[config.mk]
export PLATFORM = sky130hd
export DESIGN_NAME = audio_pes_ts_packetizer_core
export DESIGN_NICKNAME = d
export VERILOG_FILES = /design/src/design/apts_pkg.sv /design/src/design/apts_front.sv /design/src/design/apts_cmd_fifo.sv /design/src/design/apts_back.sv /design/src/design/audio_pes_ts_packetizer_core.sv
export SDC_FILE = /design/constraint.sdc
export NUM_CORES = 1
export LEC_CHECK = 0
export BUFFER_PORTS_ARGS = -buffer_cell sky130_fd_sc_hd__buf_2
export CAP_MARGIN = 20
export CORE_UTILIZATION = 43
export DETAILED_ROUTE_END_ITERATION = 10
export HOLD_SLACK_MARGIN = 0.15
export MAX_ROUTING_LAYER = met4
export PLACE_DENSITY = 0.61
export SETUP_SLACK_MARGIN = 0.05
export SKIP_LAST_GASP = 1
export SLEW_MARGIN = 20
export SYNTH_ARGS = -nofsm -noshare
export SYNTH_HDL_FRONTEND = slang
export SYNTH_SLANG_ARGS = --single-unit
[constraint.sdc]
create_clock -name clk -period 10.48 [get_ports clk]
set_clock_uncertainty 0.15 [all_clocks]
set_input_delay 0.524 -clock clk [delete_from_list [all_inputs] [get_ports clk]]
set_output_delay 0.524 -clock clk [all_outputs]
set_load 0.05 [all_outputs]
[src/design/apts_pkg.sv]
// package for the audio pes transport stream packetizer
// holds sizes, stream constants, the command and config types and the back-end step codes
// no dependencies
package apts_pkg;

    // frame length field width
    localparam int FRAME_LEN_BITS = 18;

    // transport stream layout
    localparam int TS_PKT_LEN  = 188;
    localparam int TS_HDR_LEN  = 4;
    localparam int PES_HDR_LEN = 14;
    localparam int FIRST_ROOM  = TS_PKT_LEN - TS_HDR_LEN - PES_HDR_LEN;
    localparam int NEXT_ROOM   = TS_PKT_LEN - TS_HDR_LEN;

    // adts framing
    localparam int ADTS_LEN    = 7;
    localparam int AAC_MAX_LEN = 8184;
    localparam int PTS_BITS    = 33;
    localparam int PTS_PER_MS  = 90;

    // pes length limit, above it the length field is zero
    localparam logic [31:0] PES_LEN_LIMIT = 32'h0000_ffff;
    localparam int PES_LEN_EXTRA = 8;

    // stream byte constants
    localparam logic [7:0] TS_SYNC      = 8'h47;
    localparam logic [7:0] TS_START_BIT = 8'h40;
    localparam logic [7:0] TS_PAYLOAD   = 8'h10;
    localparam logic [7:0] TS_ADAPT     = 8'h20;
    localparam logic [7:0] PES_STREAM   = 8'hc0;
    localparam logic [7:0] PES_FLAGS    = 8'h80;
    localparam logic [7:0] PES_HLEN     = 8'h05;
    localparam logic [7:0] STUFF_BYTE   = 8'hff;
    localparam logic [7:0] ADTS_SYNC0   = 8'hff;
    localparam logic [7:0] ADTS_SYNC1   = 8'hf9;
    localparam logic [7:0] ADTS_TAIL    = 8'hfc;

    // command queue between front and back, depth is a power of two
    localparam int CMD_FIFO_DEPTH = 4;
    localparam int CMD_PTR_BITS   = $clog2(CMD_FIFO_DEPTH);
    localparam int CMD_CNT_BITS   = $clog2(CMD_FIFO_DEPTH + 1);

    // configuration register indexes
    localparam int CFG_INDEX_BITS = 3;
    localparam int CFG_DATA_BITS  = 13;
    localparam logic [CFG_INDEX_BITS-1:0] REG_PID         = 3'd0;
    localparam logic [CFG_INDEX_BITS-1:0] REG_AAC_MODE    = 3'd1;
    localparam logic [CFG_INDEX_BITS-1:0] REG_PROFILE     = 3'd2;
    localparam logic [CFG_INDEX_BITS-1:0] REG_SAMPLE_RATE = 3'd3;
    localparam logic [CFG_INDEX_BITS-1:0] REG_CHANNEL     = 3'd4;

    // configuration register file
    typedef struct packed {
        logic [12:0] pid;
        logic        aac_mode;
        logic [1:0]  audio_profile;
        logic [3:0]  sample_rate_index;
        logic [2:0]  channel_config;
    } cfg_t;

    // what the back end has to do for one request
    typedef enum logic [1:0] {
        CMD_ERR,
        CMD_BYTE,
        CMD_OPEN,
        CMD_FIRST
    } cmd_kind_t;

    typedef struct packed {
        cmd_kind_t                 kind;
        logic [7:0]                data;
        logic                      pkt_end;
        logic [7:0]                stuff;
        logic [3:0]                cc;
        logic [FRAME_LEN_BITS-1:0] total;
        logic [PTS_BITS-1:0]       pts;
    } cmd_t;

    // back-end emission steps, one result each
    typedef enum logic [4:0] {
        ST_H0, ST_H1, ST_H2, ST_H3,
        ST_AF_LEN, ST_AF_FLAGS, ST_AF_FILL,
        ST_PES0, ST_PES1, ST_PES2, ST_PES3, ST_PES4, ST_PES5, ST_PES6,
        ST_PES7, ST_PES8, ST_PES9, ST_PES10, ST_PES11, ST_PES12, ST_PES13,
        ST_ADTS0, ST_ADTS1, ST_ADTS2, ST_ADTS3, ST_ADTS4, ST_ADTS5, ST_ADTS6,
        ST_DATA,
        ST_ERR
    } step_t;

endpackage

[src/design/apts_front.sv]
// front end: accepts input bytes, tracks frame and packet state, issues back-end commands
// depends on apts_pkg
module apts_front (
    input  logic                                clk,
    input  logic                                rst_n,
    input  logic                                in_valid,
    output logic                                in_ready,
    input  logic [7:0]                          audio_byte,
    input  logic                                frame_start,
    input  logic [apts_pkg::FRAME_LEN_BITS-1:0] frame_len,
    input  logic [31:0]                         timestamp_ms,
    input  logic                                aac_mode,
    input  logic                                fifo_full,
    output logic                                push,
    output apts_pkg::cmd_t                      push_cmd
);
    import apts_pkg::*;

    logic [3:0]                cc_reg, cc_next;
    logic [FRAME_LEN_BITS-1:0] remaining_reg, remaining_next;
    logic [7:0]                room_reg, room_next;
    logic                      dropping_reg, dropping_next;

    logic                      in_fire;
    logic                      is_err;
    logic                      opening;
    logic [FRAME_LEN_BITS-1:0] total;
    logic [FRAME_LEN_BITS-1:0] base;
    logic [FRAME_LEN_BITS-1:0] rem_after;
    logic [7:0]                room0;
    logic [7:0]                len;
    logic [7:0]                stuff;
    logic [7:0]                consumed;
    logic [7:0]                room_cur;
    logic [7:0]                room_after;
    logic [38:0]               pts_full;

    assign in_ready = !fifo_full;
    assign in_fire  = in_valid && in_ready;

    // pts = ms * 90, kept to 33 bits
    assign pts_full = {7'd0, timestamp_ms} * 39'(PTS_PER_MS);

    // packet sizing for the byte at the input
    always_comb
    begin
        total      = aac_mode ? frame_len + FRAME_LEN_BITS'(ADTS_LEN) : frame_len;
        is_err     = aac_mode && (frame_len == '0 ||
                                  frame_len > FRAME_LEN_BITS'(AAC_MAX_LEN));
        opening    = frame_start || room_reg == 8'd0;
        base       = frame_start ? total : remaining_reg;
        room0      = frame_start ? 8'(FIRST_ROOM) : 8'(NEXT_ROOM);
        len        = (base < FRAME_LEN_BITS'(room0)) ? base[7:0] : room0;
        stuff      = room0 - len;
        consumed   = (frame_start && aac_mode) ? 8'(ADTS_LEN + 1) : 8'd1;
        room_cur   = opening ? len : room_reg;
        room_after = room_cur - consumed;
        rem_after  = base - FRAME_LEN_BITS'(consumed);
    end

    // command contents
    always_comb
    begin
        push_cmd.kind    = CMD_BYTE;
        push_cmd.data    = audio_byte;
        push_cmd.pkt_end = room_after == 8'd0;
        push_cmd.stuff   = stuff;
        push_cmd.cc      = cc_reg + 4'd1;
        push_cmd.total   = total;
        push_cmd.pts     = pts_full[PTS_BITS-1:0];
        if (frame_start)
        begin
            push_cmd.kind = is_err ? CMD_ERR : CMD_FIRST;
        end
        else if (room_reg == 8'd0)
        begin
            push_cmd.kind = CMD_OPEN;
        end
    end

    // state update and push decision
    always_comb
    begin
        cc_next        = cc_reg;
        remaining_next = remaining_reg;
        room_next      = room_reg;
        dropping_next  = dropping_reg;
        push           = 1'b0;
        if (in_fire)
        begin
            if (frame_start)
            begin
                dropping_next  = 1'b0;
                remaining_next = '0;
                room_next      = 8'd0;
                if (is_err)
                begin
                    dropping_next = 1'b1;
                    push          = 1'b1;
                end
                else if (total != '0)
                begin
                    push           = 1'b1;
                    cc_next        = cc_reg + 4'd1;
                    remaining_next = rem_after;
                    room_next      = room_after;
                end
            end
            else if (!dropping_reg && remaining_reg != '0)
            begin
                push           = 1'b1;
                remaining_next = rem_after;
                room_next      = room_after;
                if (opening)
                begin
                    cc_next = cc_reg + 4'd1;
                end
            end
        end
    end

    // state registers
    always_ff @(posedge clk or negedge rst_n)
    begin
        if (!rst_n)
        begin
            cc_reg        <= 4'd0;
            remaining_reg <= '0;
            room_reg      <= 8'd0;
            dropping_reg  <= 1'b0;
        end
        else
        begin
            cc_reg        <= cc_next;
            remaining_reg <= remaining_next;
            room_reg      <= room_next;
            dropping_reg  <= dropping_next;
        end
    end

endmodule

[src/design/apts_cmd_fifo.sv]
// short command queue between the front and back ends
// depends on apts_pkg
module apts_cmd_fifo (
    input  logic           clk,
    input  logic           rst_n,
    input  logic           push,
    input  apts_pkg::cmd_t push_cmd,
    output logic           full,
    input  logic           pop,
    output apts_pkg::cmd_t head,
    output logic           empty
);
    import apts_pkg::*;

    cmd_t                    entry_reg [CMD_FIFO_DEPTH];
    logic [CMD_PTR_BITS-1:0] wr_ptr_reg, wr_ptr_next;
    logic [CMD_PTR_BITS-1:0] rd_ptr_reg, rd_ptr_next;
    logic [CMD_CNT_BITS-1:0] count_reg, count_next;

    assign full  = count_reg == CMD_CNT_BITS'(CMD_FIFO_DEPTH);
    assign empty = count_reg == '0;
    assign head  = entry_reg[rd_ptr_reg];

    // pointer and fill count
    always_comb
    begin
        wr_ptr_next = push ? wr_ptr_reg + 1'b1 : wr_ptr_reg;
        rd_ptr_next = pop ? rd_ptr_reg + 1'b1 : rd_ptr_reg;
        count_next  = count_reg;
        if (push && !pop)
        begin
            count_next = count_reg + 1'b1;
        end
        else if (pop && !push)
        begin
            count_next = count_reg - 1'b1;
        end
    end

    always_ff @(posedge clk or negedge rst_n)
    begin
        if (!rst_n)
        begin
            wr_ptr_reg <= '0;
            rd_ptr_reg <= '0;
            count_reg  <= '0;
        end
        else
        begin
            wr_ptr_reg <= wr_ptr_next;
            rd_ptr_reg <= rd_ptr_next;
            count_reg  <= count_next;
        end
    end

    // entry storage
    always_ff @(posedge clk)
    begin
        if (push)
        begin
            entry_reg[wr_ptr_reg] <= push_cmd;
        end
    end

endmodule

[src/design/apts_back.sv]
// back end: expands each command into header, adaptation, pes, adts and data results, or an error result
// depends on apts_pkg
module apts_back (
    input  logic           clk,
    input  logic           rst_n,
    input  apts_pkg::cfg_t cfg,
    input  apts_pkg::cmd_t head,
    input  logic           head_valid,
    output logic           pop,
    output logic           out_valid,
    input  logic           out_ready,
    output logic [7:0]     out_byte,
    output logic [7:0]     repeat_count,
    output logic           packet_end,
    output logic           frame_error,
    output logic           last
);
    import apts_pkg::*;

    step_t       step_reg, step_next;
    logic        active_reg, active_next;
    logic        out_valid_reg, out_valid_next;
    logic [7:0]  out_byte_reg, out_byte_next;
    logic [7:0]  repeat_reg, repeat_next;
    logic        pkt_end_reg, pkt_end_next;
    logic        err_reg, err_next;
    logic        last_reg, last_next;

    step_t       step_cur;
    step_t       step_after;
    step_t       step_tail;
    logic        first;
    logic        final_step;
    logic        load;
    logic [31:0] plen_w;
    logic [15:0] plen;
    logic [12:0] fl;

    assign first  = head.kind == CMD_FIRST;
    assign plen_w = 32'(head.total) + 32'(PES_LEN_EXTRA);
    assign plen   = (plen_w > PES_LEN_LIMIT) ? 16'd0 : plen_w[15:0];
    assign fl     = head.total[12:0];
    assign load   = head_valid && (!out_valid_reg || out_ready);

    // step sequencing, the last step is held while the queue is empty
    always_comb
    begin
        if (active_reg || !head_valid)
        begin
            step_cur = step_reg;
        end
        else
        begin
            unique case (head.kind)
                CMD_ERR:   step_cur = ST_ERR;
                CMD_BYTE:  step_cur = ST_DATA;
                CMD_OPEN:  step_cur = ST_H0;
                CMD_FIRST: step_cur = ST_H0;
            endcase
        end

        // where the fixed headers end
        step_tail  = first ? ST_PES0 : ST_DATA;
        final_step = step_cur == ST_DATA || step_cur == ST_ERR;

        unique case (step_cur)
            ST_H3:
            begin
                step_after = (head.stuff != 8'd0) ? ST_AF_LEN : step_tail;
            end
            ST_AF_LEN:
            begin
                step_after = (head.stuff >= 8'd2) ? ST_AF_FLAGS : step_tail;
            end
            ST_AF_FLAGS:
            begin
                step_after = (head.stuff > 8'd2) ? ST_AF_FILL : step_tail;
            end
            ST_AF_FILL:
            begin
                step_after = step_tail;
            end
            ST_PES13:
            begin
                step_after = cfg.aac_mode ? ST_ADTS0 : ST_DATA;
            end
            ST_ADTS6:
            begin
                step_after = ST_DATA;
            end
            ST_H0, ST_H1, ST_H2,
            ST_PES0, ST_PES1, ST_PES2, ST_PES3, ST_PES4, ST_PES5, ST_PES6,
            ST_PES7, ST_PES8, ST_PES9, ST_PES10, ST_PES11, ST_PES12,
            ST_ADTS0, ST_ADTS1, ST_ADTS2, ST_ADTS3, ST_ADTS4, ST_ADTS5:
            begin
                step_after = step_t'(step_cur + 5'd1);
            end
            default:
            begin
                step_after = ST_DATA;
            end
        endcase

        pop         = load && final_step;
        step_next   = step_reg;
        active_next = active_reg;
        if (load)
        begin
            step_next   = step_after;
            active_next = !final_step;
        end
    end

    // result fields for the current step
    always_comb
    begin
        out_byte_next = 8'd0;
        repeat_next   = 8'd1;
        pkt_end_next  = 1'b0;
        err_next      = 1'b0;
        last_next     = 1'b0;
        unique case (step_cur)
            ST_H0:       out_byte_next = TS_SYNC;
            ST_H1:       out_byte_next = {3'd0, cfg.pid[12:8]} | (first ? TS_START_BIT : 8'd0);
            ST_H2:       out_byte_next = cfg.pid[7:0];
            ST_H3:       out_byte_next = TS_PAYLOAD | {4'd0, head.cc} |
                                         ((head.stuff != 8'd0) ? TS_ADAPT : 8'd0);
            ST_AF_LEN:   out_byte_next = head.stuff - 8'd1;
            ST_AF_FLAGS: out_byte_next = 8'd0;
            ST_AF_FILL:
            begin
                out_byte_next = STUFF_BYTE;
                repeat_next   = head.stuff - 8'd2;
            end
            ST_PES0:     out_byte_next = 8'h00;
            ST_PES1:     out_byte_next = 8'h00;
            ST_PES2:     out_byte_next = 8'h01;
            ST_PES3:     out_byte_next = PES_STREAM;
            ST_PES4:     out_byte_next = plen[15:8];
            ST_PES5:     out_byte_next = plen[7:0];
            ST_PES6:     out_byte_next = PES_FLAGS;
            ST_PES7:     out_byte_next = PES_FLAGS;
            ST_PES8:     out_byte_next = PES_HLEN;
            ST_PES9:     out_byte_next = {4'b0010, head.pts[32:30], 1'b1};
            ST_PES10:    out_byte_next = head.pts[29:22];
            ST_PES11:    out_byte_next = {head.pts[21:15], 1'b1};
            ST_PES12:    out_byte_next = head.pts[14:7];
            ST_PES13:    out_byte_next = {head.pts[6:0], 1'b1};
            ST_ADTS0:    out_byte_next = ADTS_SYNC0;
            ST_ADTS1:    out_byte_next = ADTS_SYNC1;
            ST_ADTS2:    out_byte_next = {cfg.audio_profile, cfg.sample_rate_index, 1'b0,
                                          cfg.channel_config[2]};
            ST_ADTS3:    out_byte_next = {cfg.channel_config[1:0], 4'd0, fl[12:11]};
            ST_ADTS4:    out_byte_next = fl[10:3];
            ST_ADTS5:    out_byte_next = {fl[2:0], 5'h1f};
            ST_ADTS6:    out_byte_next = ADTS_TAIL;
            ST_DATA:
            begin
                out_byte_next = head.data;
                pkt_end_next  = head.pkt_end;
                last_next     = 1'b1;
            end
            ST_ERR:
            begin
                repeat_next = 8'd0;
                err_next    = 1'b1;
                last_next   = 1'b1;
            end
            default:     out_byte_next = 8'd0;
        endcase

        out_valid_next = out_valid_reg;
        if (load)
        begin
            out_valid_next = 1'b1;
        end
        else if (out_ready)
        begin
            out_valid_next = 1'b0;
        end
    end

    // sequencer and output valid
    always_ff @(posedge clk or negedge rst_n)
    begin
        if (!rst_n)
        begin
            step_reg      <= ST_H0;
            active_reg    <= 1'b0;
            out_valid_reg <= 1'b0;
        end
        else
        begin
            step_reg      <= step_next;
            active_reg    <= active_next;
            out_valid_reg <= out_valid_next;
        end
    end

    // output payload register
    always_ff @(posedge clk)
    begin
        if (load)
        begin
            out_byte_reg <= out_byte_next;
            repeat_reg   <= repeat_next;
            pkt_end_reg  <= pkt_end_next;
            err_reg      <= err_next;
            last_reg     <= last_next;
        end
    end

    assign out_valid    = out_valid_reg;
    assign out_byte     = out_byte_reg;
    assign repeat_count = repeat_reg;
    assign packet_end   = pkt_end_reg;
    assign frame_error  = err_reg;
    assign last         = last_reg;

endmodule

[src/design/audio_pes_ts_packetizer_core.sv]
// top level of the audio pes transport stream packetizer
// depends on apts_pkg, apts_front, apts_cmd_fifo and apts_back
//
// Audio frame bytes go in one per request; the byte flagged frame_start carries the frame
// length and a millisecond timestamp. Out come 188-byte transport packets, one result per
// byte, with a 0xff stuffing run as a single result carrying a repeat count. The front end
// takes one input byte per cycle whenever its four-entry command queue has room; the back
// end emits one result per cycle while a command is queued and the output port accepts, so
// the output port sets the sustained rate. A byte inside a packet yields one result, a byte
// that opens a packet 5 to 8 results (4 header bytes plus up to 3 adaptation-field results
// and the byte), and the first byte of a frame up to 29 (header, adaptation field, 14 PES
// bytes, 7 ADTS bytes in AAC mode, the byte itself). An AAC frame with a bad length yields
// a single error result. An accepted byte passes through the queue and then the output
// register. Configuration writes take effect at once and are meant for idle.
module audio_pes_ts_packetizer_core (
    input  logic                                clk,
    input  logic                                rst_n,
    input  logic                                cfg_we,
    input  logic [apts_pkg::CFG_INDEX_BITS-1:0] cfg_index,
    input  logic [apts_pkg::CFG_DATA_BITS-1:0]  cfg_data,
    input  logic                                in_valid,
    output logic                                in_ready,
    input  logic [7:0]                          audio_byte,
    input  logic                                frame_start,
    input  logic [apts_pkg::FRAME_LEN_BITS-1:0] frame_len,
    input  logic [31:0]                         timestamp_ms,
    output logic                                out_valid,
    input  logic                                out_ready,
    output logic [7:0]                          out_byte,
    output logic [7:0]                          repeat_count,
    output logic                                packet_end,
    output logic                                frame_error,
    output logic                                last
);
    import apts_pkg::*;

    cfg_t cfg_reg, cfg_next;
    logic push;
    cmd_t push_cmd;
    logic fifo_full;
    logic fifo_empty;
    logic pop;
    cmd_t head;

    // configuration register writes
    always_comb
    begin
        cfg_next = cfg_reg;
        if (cfg_we)
        begin
            unique case (cfg_index)
                REG_PID:         cfg_next.pid               = cfg_data[12:0];
                REG_AAC_MODE:    cfg_next.aac_mode          = cfg_data[0];
                REG_PROFILE:     cfg_next.audio_profile     = cfg_data[1:0];
                REG_SAMPLE_RATE: cfg_next.sample_rate_index = cfg_data[3:0];
                REG_CHANNEL:     cfg_next.channel_config    = cfg_data[2:0];
                default:         cfg_next = cfg_reg;
            endcase
        end
    end

    always_ff @(posedge clk or negedge rst_n)
    begin
        if (!rst_n)
        begin
            cfg_reg.pid               <= 13'd257;
            cfg_reg.aac_mode          <= 1'b1;
            cfg_reg.audio_profile     <= 2'd1;
            cfg_reg.sample_rate_index <= 4'd4;
            cfg_reg.channel_config    <= 3'd2;
        end
        else
        begin
            cfg_reg <= cfg_next;
        end
    end

    // input classification
    apts_front u_front (
        .clk          (clk),
        .rst_n        (rst_n),
        .in_valid     (in_valid),
        .in_ready     (in_ready),
        .audio_byte   (audio_byte),
        .frame_start  (frame_start),
        .frame_len    (frame_len),
        .timestamp_ms (timestamp_ms),
        .aac_mode     (cfg_reg.aac_mode),
        .fifo_full    (fifo_full),
        .push         (push),
        .push_cmd     (push_cmd)
    );

    // command queue
    apts_cmd_fifo u_fifo (
        .clk      (clk),
        .rst_n    (rst_n),
        .push     (push),
        .push_cmd (push_cmd),
        .full     (fifo_full),
        .pop      (pop),
        .head     (head),
        .empty    (fifo_empty)
    );

    // result generation
    apts_back u_back (
        .clk          (clk),
        .rst_n        (rst_n),
        .cfg          (cfg_reg),
        .head         (head),
        .head_valid   (!fifo_empty),
        .pop          (pop),
        .out_valid    (out_valid),
        .out_ready    (out_ready),
        .out_byte     (out_byte),
        .repeat_count (repeat_count),
        .packet_end   (packet_end),
        .frame_error  (frame_error),
        .last         (last)
    );

endmodule

# Yosys cells after proc, flatten, opt, wreduce, memory -nomap -nowiden
# Memory sizes are Yosys's and may differ from the RTL's.
# Index checks and enable logic that the tools add are counted.
# classes
n_addsub,13
multipliers,1
div_mod_pow,0
n_lt_le_gt_ge,5
n_eq_ne,39
shifts,0
mux,49
n_bitwise,2
reduce_logical,47
# op_table
cell,count
8-bit one-hot mux with 24 select lines,1
18-bit 2-to-1 mux,6
5-bit == test (second input constant),14
8-bit 2-to-1 mux,6
5-bit by 4-bit == test with 1-bit output (second input constant),8
18-bit nonzero test,2
32-bit by 16-bit greater-than comparator with 1-bit output (second input constant),1
32-bit by 6-bit multiplier with 32-bit output (second input constant),1
5-bit 2-to-1 mux,6
5-bit one-hot mux with 6 select lines,1
4-bit 2-to-1 mux,7
22-bit OR reduction,1
5-bit by 3-bit == test with 1-bit output (second input constant),4
18-bit by 4-bit adder with 19-bit output (second input constant),1
18-bit by 3-bit adder with 18-bit output (second input constant),1
18-bit by 13-bit greater-than comparator with 1-bit output (second input constant),1
18-bit zero test,1
18-bit by 8-bit less-than comparator with 1-bit output,1
18-bit by 8-bit subtractor with 18-bit output,1
8-bit zero test,2
16-bit 2-to-1 mux,1
5-bit by 8-bit bitwise OR with 8-bit output,2
8-bit one-hot mux with 2 select lines,1
8-bit subtractor,2
35 further kinds,84
# word_totals
regBits,87
latchBits,0
ramBits,292
mem_bits_ro,0
input_bits,80
out_inout_bits,21
wordCells,177
mem_count,1
# memory_table
name,words,word_bits,read_ports,rd_ports_with_merged_regs,write_ports,line_no,text
u_fifo.entry_reg,4,73,1,0,1,apts_cmd_fifo.sv:15,cmd_t entry_reg [CMD_FIFO_DEPTH];

# Depth between registers and ports, before layout
# Gate-level depths: netlist (run 1).
# logic_depth
ltp_word,11
ltp_mapped,22

# Cells and area by module
# A second synthesis (run 1) with hierarchy kept.
# unflattened
cells_unflattened,1644
hier_area_um2,21488.1
# by_module_without_submodules
module,instances,cells_each,area_per_inst_um2,seq_area_each_um2
apts_cmd_fifo,1,421,11116.9,9063.7
apts_front,1,784,6429.9,775.7
apts_back,1,386,3014.1,745.7
audio_pes_ts_packetizer_core,1,53,927.1,583.1

# Least setup slack after synthesis (run 1)
# Ideal clock, no wire load.
# synth_path
path_kind,in2reg
startpoint,in frame_len[0] (netlist bit)
endpoint,mem u_fifo.entry_reg[0][0] (netlist bit) (enable)
t_arrival_ns,4.177
t_required_ns,9.891
slack_ns,5.713
path_stages,10
cell_sequence,inv_1 -> ha_1 -> nor2b_1 -> clkbuf_1 -> or4_1 -> nand2_1 -> nor2_1 -> nor4b_1 -> a41oi_1 -> and2_1
# synth_lines
item,line_no,text
"start, declared",audio_pes_ts_packetizer_core.sv:25,"input logic [apts_pkg::FRAME_LEN_BITS-1:0] frame_len,"
"end, declared",apts_cmd_fifo.sv:15,

==> results.sh, run 1 <==
export IMPL_outcome="finished, final reports clean"
export IMPL_rows=80
export IMPL_rsz0062_at_grt="no"
export IMPL_port_buffers=100
export IMPL_finalMaxSlewViolations=0
export IMPL_leakage_nw=9.04
export IMPL_min_to="cfg_reg[11]$_DFFE_PN0P_"
export IMPL_die_h_microns=223
export IMPL_syn_to_final_growth_pct=13.0
export IMPL_netlist_cell_type_count=94
export IMPL_avgViaCountPerCell=5.67
export IMPL_stdcell_count=2373
export IMPL_hp_class="in -> reg"
export IMPL_worstReg2RegEnd="u_fifo.entry_reg[0][62]$_DFFE_PP_"
export IMPL_io_pin_count=101
export IMPL_drt_wl_total_microns=50100
export IMPL_rr_worst_depth=16
export IMPL_clock_path_buffers=3
export IMPL_reg2reg_slack_ns=4.87
export IMPL_ys_seq_area_share_pct=52.7
export IMPL_min_period_ns=5.65
export IMPL_reg2reg_from="cfg_reg[9]$_DFFE_PN1P_"
export IMPL_finalHoldViolations=0
export IMPL_cts_sinks=379
export IMPL_synth_avg_cell_area_sq_um=13.1
export IMPL_arrival_ns=5.82
export IMPL_place_area_sq_um=22100
export IMPL_clk_latency_ns=0.56
export IMPL_root_buffer="clkbuf_16"
export IMPL_post_cts_resized=0
export IMPL_track_usage_pct=21.1
export IMPL_mostFrequentLayoutCell="edfxtp_1"
export IMPL_setup_violations_final=0
export IMPL_grt_start_max_net_pins=69
export IMPL_cp_end_kind="flip-flop"
export IMPL_synth_ff_type="edfxtp_1"
export IMPL_hpwlAfterDp_microns=35400
export IMPL_worst_ep_required_time_ns=10.65
export IMPL_synth_area_leaders="edfxtp_1 (45%), mux4_2 (7.6%), dfrtp_1 (7.4%)"
export IMPL_drtPass1Iterations=5
export IMPL_place_congestion=0.930
export IMPL_place_inst=2274
export IMPL_fin_tns_setup_ns=0
export IMPL_clk_pin_slew_ns=0.06
export IMPL_cts_tree="yes"
export IMPL_start_util_pct=43.7
export IMPL_die_area_sq_um=49600
export IMPL_hp_start="cfg_index[2]"
export IMPL_synth_top_area_share_pct=44.6
export IMPL_syn_inst=1603
export IMPL_p_total_mw=6.69
export IMPL_power_density_nw_per_um2=283
export IMPL_relSlewSlack_pct=25.7
export IMPL_layout_nets=1947
export IMPL_synth_edf_count=311
export IMPL_ant_nets=0
export IMPL_synthArstFlopShare_pct=17.9
export IMPL_synth_top_area_cell="edfxtp_1"
export IMPL_drv_cap=0
export IMPL_num_vias=13464
export IMPL_syn_nets=1824
export IMPL_antenna_found_initial=0
export IMPL_grt_pass1_wl_microns=78300
export IMPL_largest_reg_flops=292
export IMPL_fin_area_sq_um=23700
export IMPL_drc_errors=0
export IMPL_htreeDepth=2
export IMPL_post_cts_buffers=0
export IMPL_critPathMaxFanout=43
export IMPL_synth_cell_area_sq_um=20900
export IMPL_die_w_microns=223
export IMPL_overflow=0
export IMPL_cts_inserted_buffers=40
export IMPL_start_kind="input port"
export IMPL_ys_warnings_count=0
export IMPL_diodes=0
export IMPL_critPathKind="in -> reg"
export IMPL_worst_pin_slew_ns=1.11
export IMPL_max_freq_ghz=0.177
export IMPL_grt_pass1_vias=13429
export IMPL_hold_path_cell_count=3
export IMPL_final_cell_mix="edfxtp_1 (311), inv_1 (142), nand2_1 (108)"
export IMPL_post_drt_wl_per_cell_microns=21.1
export IMPL_yosys_register_bits=379
export IMPL_peakVddDrop_mv=0.133
export IMPL_drive_above_1_share_pct=18.6
export IMPL_drtIter0Drc=1083
export IMPL_core_sq_um=47900
export IMPL_fin_crit_sh_pct=53.9
-- synthesized netlist by cell type, drive strengths merged (12+ instances only) --
library cell  number
a21o              13
o21ai             46
mux2              27
clkbuf            37
fa                55
nor3              35
nor2b             12
a22oi             14
a22o              18
inv              142
a221oi            17
mux2i             16
a21oi             50
dfrtp             62
nand3             33
nand4             16
ha                86
nand2b            16
a31oi             15
xnor2             59
xor2              35
edfxtp           311
and2              21
nand2            108
and3              21
buf               22
nor2              94
mux4              71
-- how the worst max path moves through the flow --
stage	startpoint	end	depth (start not counted)
floorplan	frame_len[0]	u_fifo.entry_reg[0][0]$_DFFE_PP_	10
global placement	frame_start	u_fifo.entry_reg[0][62]$_DFFE_PP_	16
global route	frame_start	u_fifo.entry_reg[0][62]$_DFFE_PP_	16
CTS	frame_start	u_fifo.entry_reg[0][62]$_DFFE_PP_	16
finish	frame_start	u_fifo.entry_reg[0][62]$_DFFE_PP_	16
detailed placement	frame_start	u_fifo.entry_reg[0][62]$_DFFE_PP_	16
-- per-stage QoR --
step / utilization, % / setup slack (ns) / hold slack [ns]
6_report: 49.4 / 4.83 / 0.257
5_1_grt: 49.4 / 4.50 / 0.259
4_1_cts: 49.4 / 4.95 / 0.240
3_5_place_dp: 46.1 / 4.39 / 0.330
3_3_place_gp: 46.1 / 4.55 / 0.326
2_1_floorplan: - / 5.71 / 0.0784
-- what timing repair did --
item | in CTS | in global routing
hold endpoints to repair | 123 | 0
endpoints found under the setup margin | 0 | 0
hold buffers | 25 | 0
-- worst max-delay path, cell delays in order --
cell	delay [ns]
buf_2	0.70
clkinv_1	0.85
a221oi_2	0.92
o21a_1	0.23
o21ai_2	0.11
nor3_4	0.31
or2b_1	0.31
nor2_1	0.11
a21oi_1	0.07
ha_1	0.26
ha_1	0.21
nor3b_1	0.14
a21oi_1	0.34
xor2_1	0.23
o2111ai_1	0.13
nor3_1	0.34
-- where the power goes --
part	total (mW)	internal [mW]	leakage, nW	switching, mW
clock network	1.38	0.806	0.643	0.576
logic	2.82	1.07	4.72	1.75
registers	2.49	2.27	3.67	0.216
total	6.69	4.15	9.04	2.54
-- cells by family after synthesis --
kind of cell    count (synthesis)  synth area share, %
compound gates                260                 9.07
fa+ha+maj                     141                 10.4
mux                           114                 9.85
simple gates                  413                 10.3
flops                         379                 52.7
xor+xnor                       94                 3.93
buf+inv                       202                 3.76
-- per-layer routing --
layer	track usage, %	vias up	routed length (microns)
li1	-	6241	-
met1	29.6	6810	23400
met2	32.3	343	23600
met3	2.13	70	1870
met4	6.76	0	1220
met5	-	-	0
-- layout make-up --
| class | count | area [sq um] |
|---|---|---|
| Clock buffer | 56 | 1160 |
| Fill cell | 4160 | 24300 |
| Clock inverter | 18 | 130 |
| Sequential cell | 379 | 11100 |
| Inverter | 143 | 537 |
| Multi-Input combinational cell | 1022 | 9150 |
| Timing Repair Buffer | 140 | 863 |
| Tap cell | 615 | 769 |
Power figures use the tool's default switching activity.
==> inputs of run 2 (changes only) <==
==> constraint.sdc (replaced) <==
create_clock -name clk -period 5.7 [get_ports clk]
set_clock_uncertainty 0.15 [all_clocks]
set_input_delay 0.285 -clock clk [delete_from_list [all_inputs] [get_ports clk]]
set_output_delay 0.285 -clock clk [all_outputs]
set_load 0.05 [all_outputs]
==> results.sh, run 2 (same netlist as run 1, synthesis figures left out) <==
export IMPL_cts_sinks=379
export IMPL_cp_num_buf_inv=1
export IMPL_avgViaCountPerCell=5.66
export IMPL_drt_wl_total_microns=50100
export IMPL_grt_start_max_net_pins=69
export IMPL_drc_errors=0
export IMPL_track_usage_pct=21.3
export IMPL_syn_to_final_growth_pct=15.4
export IMPL_antenna_found_initial=0
export IMPL_post_cts_resized=0
export IMPL_core_sq_um=47900
export IMPL_fin_ws_ns=0.494
export IMPL_outcome="finished, final reports clean"
export IMPL_max_freq_ghz=0.192
export IMPL_io_pin_count=101
export IMPL_reg2reg_from="cfg_reg[9]$_DFFE_PN1P_"
export IMPL_grt_pass1_vias=13761
export IMPL_arrival_ns=5.36
export IMPL_overflow=0
export IMPL_largest_reg_flops=292
export IMPL_post_drt_wl_per_cell_microns=20.7
export IMPL_cpMaxStageDelayCell="dfstp_2"
export IMPL_rsz0062_at_grt="no"
export IMPL_fin_crit_sh_pct=91.3
export IMPL_crit_end="u_fifo.entry_reg[3][62]$_DFFE_PP_"
export IMPL_drive_above_1_share_pct=19.4
export IMPL_die_h_microns=223
export IMPL_crit_cells=20
export IMPL_stdcell_count=2417
export IMPL_finalHoldViolations=0
export IMPL_start_util_pct=43.7
export IMPL_crit_start="cfg_reg[9]$_DFFE_PN1P_"
export IMPL_drtPass1Iterations=5
export IMPL_n_fill_cell=4091
export IMPL_critical_path_max_stage_delay_ns=0.52
export IMPL_die_area_sq_um=49600
export IMPL_drv_cap=0
export IMPL_finalMaxSlewViolations=0
export IMPL_rows=80
export IMPL_diodes=0
export IMPL_place_area_sq_um=22300
export IMPL_drtIter0Drc=1082
export IMPL_min_period_ns=5.21
export IMPL_fin_tns_setup_ns=0
export IMPL_critPathMaxFanout=16
export IMPL_root_buffer="clkbuf_16"
export IMPL_clock_path_buffers=3
export IMPL_die_w_microns=223
export IMPL_relSlewSlack_pct=35.1
export IMPL_setup_violations_final=0
export IMPL_place_congestion=0.932
export IMPL_power_density_nw_per_um2=518
export IMPL_crit_chain="buf_4 -> nand3_1 -> xnor2_1 -> mux2_2 -> ha_1 -> a21oi_1 -> o31a_1 -> o21a_1 -> o21ai_2 -> nor3_4 -> or2b_1 -> nor2_1 -> a21oi_1 -> ha_1 -> ha_1 -> nor3b_1 -> a21oi_1 -> xor2_1 -> o2111ai_1 -> nor3_1"
export IMPL_peakVddDrop_mv=0.216
export IMPL_hpwlAfterDp_microns=35900
export IMPL_port_buffers=100
export IMPL_layout_nets=1991
export IMPL_clk_latency_ns=0.56
export IMPL_worst_pin_slew_ns=0.974
export IMPL_htreeDepth=2
export IMPL_cts_inserted_buffers=41
export IMPL_reg2reg_slack_ns=0.49
export IMPL_fin_area_sq_um=24200
export IMPL_start_kind="flip-flop"
export IMPL_cp_end_kind="flip-flop"
export IMPL_worstReg2RegEnd="u_fifo.entry_reg[3][62]$_DFFE_PP_"
export IMPL_cts_tree="yes"
export IMPL_rr_worst_depth=20
export IMPL_postCtsHoldBufs=47
export IMPL_post_cts_buffers=0
export IMPL_leakage_nw=9.28
export IMPL_final_cell_mix="edfxtp_1 (311), inv_1 (142), nand2_1 (108)"
export IMPL_mostFrequentLayoutCell="edfxtp_1"
export IMPL_critPathKind="reg -> reg"
export IMPL_final_core_util_pct=50.4
export IMPL_hp_class="in -> reg"
export IMPL_path_delay_family="simple AND/OR/NAND/NOR gates"
export IMPL_dp_slack_ns=0.396
export IMPL_num_vias=13684
export IMPL_worst_ep_required_time_ns=5.85
export IMPL_ant_nets=0
export IMPL_place_inst=2295
export IMPL_clk_pin_slew_ns=0.07
export IMPL_grt_pass1_wl_microns=79100
## run 2: how the worst min path moves through the flow
stage	from	end	slack [ns]	cells past startpoint
floorplan	rst_n	cfg_reg[0]$_DFFE_PN0P_	-0.16	0
global placement	u_front.cc_reg[3]$_DFFE_PN0P_	u_front.cc_reg[3]$_DFFE_PN0P_	0.33	1
detailed placement	u_front.dropping_reg$_DFFE_PN0P_	u_front.dropping_reg$_DFFE_PN0P_	0.33	1
CTS	frame_len[13]	u_fifo.entry_reg[1][45]$_DFFE_PP_	0.15	2
global route	frame_len[0]	u_fifo.entry_reg[2][32]$_DFFE_PP_	0.18	2
finish	frame_len[0]	u_fifo.entry_reg[2][32]$_DFFE_PP_	0.16	2
## run 2: cell type report
class                      instances  area, sq um  share of cell area [%]
inverter                         143          537                    2.22
clock buffer                      51         1100                    4.57
sequential                       379        11100                    45.7
multi-input combinational       1022         9150                    37.9
tap                              615          769                    3.18
timing repair buffer             183         1290                    5.34
clock inverter                    24          263                    1.09
## run 2: power breakdown
part	total [mW]	switching [mW]	internal (mW)
clock network	2.67	1.09	1.57
logic	5.38	3.32	2.06
registers	4.48	0.311	4.17
total	12.5	4.73	7.80
## run 2: through the flow
step	hold slack, ns	total power, mW
after detailed placement	0.331	9.89
after floorplan	-0.161	8.27
after global routing	0.178	13.3
after global placement	0.328	9.80
final	0.156	12.5
after CTS	0.150	12.6
## run 2: routing by layer
metal | vias to the layer above | track usage (%) | routed length, microns
li1 | 6351 | - | -
met1 | 6894 | 29.7 | 23500
met2 | 356 | 32.2 | 22900
met3 | 83 | 3.21 | 2300
met4 | 0 | 6.59 | 1430
met5 | - | - | 0
==> inputs of run 3 (changes only) <==
--- a/config.mk
+++ b/config.mk
@@ -5,12 +5,13 @@
 export SDC_FILE = /design/constraint.sdc
 export NUM_CORES = 1
 export LEC_CHECK = 0
+export ABC_AREA = 1
 export BUFFER_PORTS_ARGS = -buffer_cell sky130_fd_sc_hd__buf_2
 export CAP_MARGIN = 20
 export CORE_UTILIZATION = 43
 export DETAILED_ROUTE_END_ITERATION = 10
+export GPL_ROUTABILITY_DRIVEN = 0
 export HOLD_SLACK_MARGIN = 0.15
-export MAX_ROUTING_LAYER = met4
 export PLACE_DENSITY = 0.61
 export SETUP_SLACK_MARGIN = 0.05
 export SKIP_LAST_GASP = 1
==> results.sh, run 3 <==
export IMPL_diodes=0
export IMPL_critPathMaxFanout=16
export IMPL_start_kind="flip-flop"
export IMPL_rr_worst_depth=24
export IMPL_cts_tree="yes"
export IMPL_antenna_found_initial=0
export IMPL_hp_class="in -> reg"
export IMPL_clk_latency_ns=0.56
export IMPL_drtPass1Iterations=7
export IMPL_leakage_nw=10.4
export IMPL_outcome="finished, final reports clean"
export IMPL_power_density_nw_per_um2=535
export IMPL_yosysMostFrequentCell="nand2_1"
export IMPL_largest_reg_flops=292
export IMPL_syn_nets=2401
export IMPL_synth_top_area_cell="edfxtp_1"
export IMPL_ys_seq_area_share_pct=51.8
export IMPL_synth_common_cells="nand2_1 (419), edfxtp_1 (311), inv_1 (296)"
export IMPL_ant_nets=0
export IMPL_synth_avg_cell_area_sq_um=9.78
export IMPL_clk_pin_slew_ns=0.06
export IMPL_fin_area_sq_um=24500
export IMPL_synth_top_area_share_pct=43.8
export IMPL_rsz0062_at_grt="no"
export IMPL_finalMaxSlewViolations=0
export IMPL_place_inst=2901
export IMPL_yosys_register_bits=379
export IMPL_fin_tns_setup_ns=0
export IMPL_routed_wl_met3_microns=4020
export IMPL_stdcell_count=3030
export IMPL_reg2reg_from="cfg_reg[9]$_DFFE_PN1P_"
export IMPL_drtIter0Drc=1474
export IMPL_relSlewSlack_pct=38.4
export IMPL_arrival_ns=5.14
export IMPL_drive_above_1_share_pct=10.8
export IMPL_worst_pin_slew_ns=0.924
export IMPL_avgViaCountPerCell=5.33
export IMPL_syn_to_final_growth_pct=15.1
export IMPL_hpwlAfterDp_microns=39300
export IMPL_die_area_sq_um=50500
export IMPL_min_period_ns=4.92
export IMPL_die_w_microns=225
export IMPL_core_sq_um=49000
export IMPL_num_vias=16136
export IMPL_rows=81
export IMPL_holdWs_ns=0.191
export IMPL_synth_cell_area_sq_um=21300
export IMPL_cp_end_kind="flip-flop"
export IMPL_synth_area_leaders="edfxtp_1 (44%), nand2_1 (7.4%), dfrtp_1 (7.3%)"
export IMPL_final_core_util_pct=50.1
export IMPL_drc_errors=0
export IMPL_top_layer="met4"
export IMPL_crit_start="cfg_reg[9]$_DFFE_PN1P_"
export IMPL_worst_ep_required_time_ns=5.92
export IMPL_track_usage_pct=22.1
export IMPL_netlist_cell_type_count=68
export IMPL_setup_violations_final=0
export IMPL_synthArstFlopShare_pct=17.9
export IMPL_cts_inserted_buffers=41
export IMPL_finalHoldViolations=0
export IMPL_drv_cap=0
export IMPL_reg2reg_slack_ns=0.78
export IMPL_fin_crit_sh_pct=86.3
export IMPL_syn_inst=2180
export IMPL_worstReg2RegEnd="u_fifo.entry_reg[0][62]$_DFFE_PP_"
export IMPL_die_h_microns=225
export IMPL_place_area_sq_um=22600
export IMPL_port_buffers=100
export IMPL_mostFrequentLayoutCell="nand2_1"
export IMPL_met2_length_microns=25400
export IMPL_ys_warnings_count=0
export IMPL_critPathKind="reg -> reg"
export IMPL_post_cts_resized=0
export IMPL_start_util_pct=43.6
export IMPL_drt_wl_total_microns=55400
export IMPL_overflow=0
export IMPL_root_buffer="clkbuf_16"
export IMPL_synth_ff_type="edfxtp_1"
export IMPL_htreeDepth=2
export IMPL_cts_sinks=379
export IMPL_post_drt_wl_per_cell_microns=18.3
export IMPL_io_pin_count=101
export IMPL_clock_path_buffers=3
export IMPL_max_freq_ghz=0.203
export IMPL_grt_pass1_wl_microns=86400
export IMPL_crit_end="u_fifo.entry_reg[0][62]$_DFFE_PP_"
export IMPL_final_cell_mix="nand2_1 (419), edfxtp_1 (311), inv_1 (296)"
export IMPL_layout_nets=2554
export IMPL_met1_length_microns=24600
export IMPL_grt_pass1_vias=15756
export IMPL_synth_edf_count=311
export IMPL_peakVddDrop_mv=0.254
export IMPL_grt_start_max_net_pins=88
## run 3: cell types whose count changed after synthesis, sizes merged, moves of 38 or more
| cell | delta |
|---|---|
| inv | +158 |
| nor2 | +114 |
| nand3 | +60 |
| nand2 | +327 |
| a21oi | +62 |
| mux4 | -71 |
| xnor2 | -38 |
| o21ai | +110 |
## run 3: per-layer routing
layer	GRT usage (%)	vias up
met4	7.13	0
met3	4.31	96
met5	0	-
met1	30.2	7792
met2	35.2	507
li1	-	7741
## run 3: through the flow
step / total power, mW / setup WS [ns]
floorplan: 8.55 / 0.272
global route: 14.0 / 0.236
CTS: 13.1 / 0.812
global placement: 10.2 / 1.01
finish: 13.1 / 0.781
detailed placement: 10.3 / 0.874
## run 3: how the worst min path moves through the flow
stage / startpoint / to / slack, ns / cells past startpoint
finish: frame_len[16] / u_fifo.entry_reg[0][48]$_DFFE_PP_ / 0.19 / 4
global route: frame_len[13] / u_fifo.entry_reg[0][45]$_DFFE_PP_ / 0.21 / 3
CTS: frame_len[16] / u_fifo.entry_reg[0][48]$_DFFE_PP_ / 0.17 / 4
detailed placement: cfg_reg[3]$_DFFE_PN0P_ / cfg_reg[3]$_DFFE_PN0P_ / 0.33 / 2
global placement: u_front.dropping_reg$_DFFE_PN0P_ / u_front.dropping_reg$_DFFE_PN0P_ / 0.31 / 2
floorplan: rst_n / cfg_reg[0]$_DFFE_PN0P_ / -0.16 / 0
## run 3: power by group
part	switching [mW]	internal [mW]	leakage, nW
logic	4.10	1.66	5.96
clock network	1.07	1.71	0.695
registers	0.319	4.28	3.69
## run 3: cell families (layout without fill, tap and decap cells)
group           count (synthesis)  in the layout  synth area share (%)
xor+xnor                       76             76                  3.12
flops                         379            379                  51.8
mux                             5              5                 0.264
compound gates                391            391                  11.1
simple gates                  822            822                  16.7
fa+ha+maj                     141            141                  10.2
buf+inv                       366            552                  6.85
## run 3: timing repair
action                                 in CTS  in global routing
setup endpoints to repair                   0                  0
hold buffers                               50                  1
buffers inserted                            0                  0
endpoints found under the hold margin     186                 18
## run 3: final cells by class
type                            count  area, sq um
Fill cell                        4425        24400
Sequential cell                   379        11100
Multi-Input combinational cell   1435         8840
Timing Repair Buffer              174         1270
Inverter                          302         1140
Clock buffer                       54         1130
Tap cell                          664          831
Clock inverter                     22          288
## run 3: critical path: stages, from the launching register on
cell      delay (ns)
dfstp_2         0.78
nand3_1         0.26
xnor2_1         0.50
o21ai_0         0.22
inv_1           0.18
ha_1            0.25
a21boi_0        0.12
nand2_1         0.07
nand2_1         0.05
nand2_1         0.05
nand2_1         0.08
nand2_4         0.11
nand3_4         0.13
nor2_1          0.40
o21ai_0         0.14
ha_1            0.22
ha_1            0.31
nand2_1         0.05
inv_1           0.05
nand3_1         0.07
nor2_1          0.11
nand3_1         0.09
nor2_1          0.10
nand2_1         0.05
nor2_1          0.19
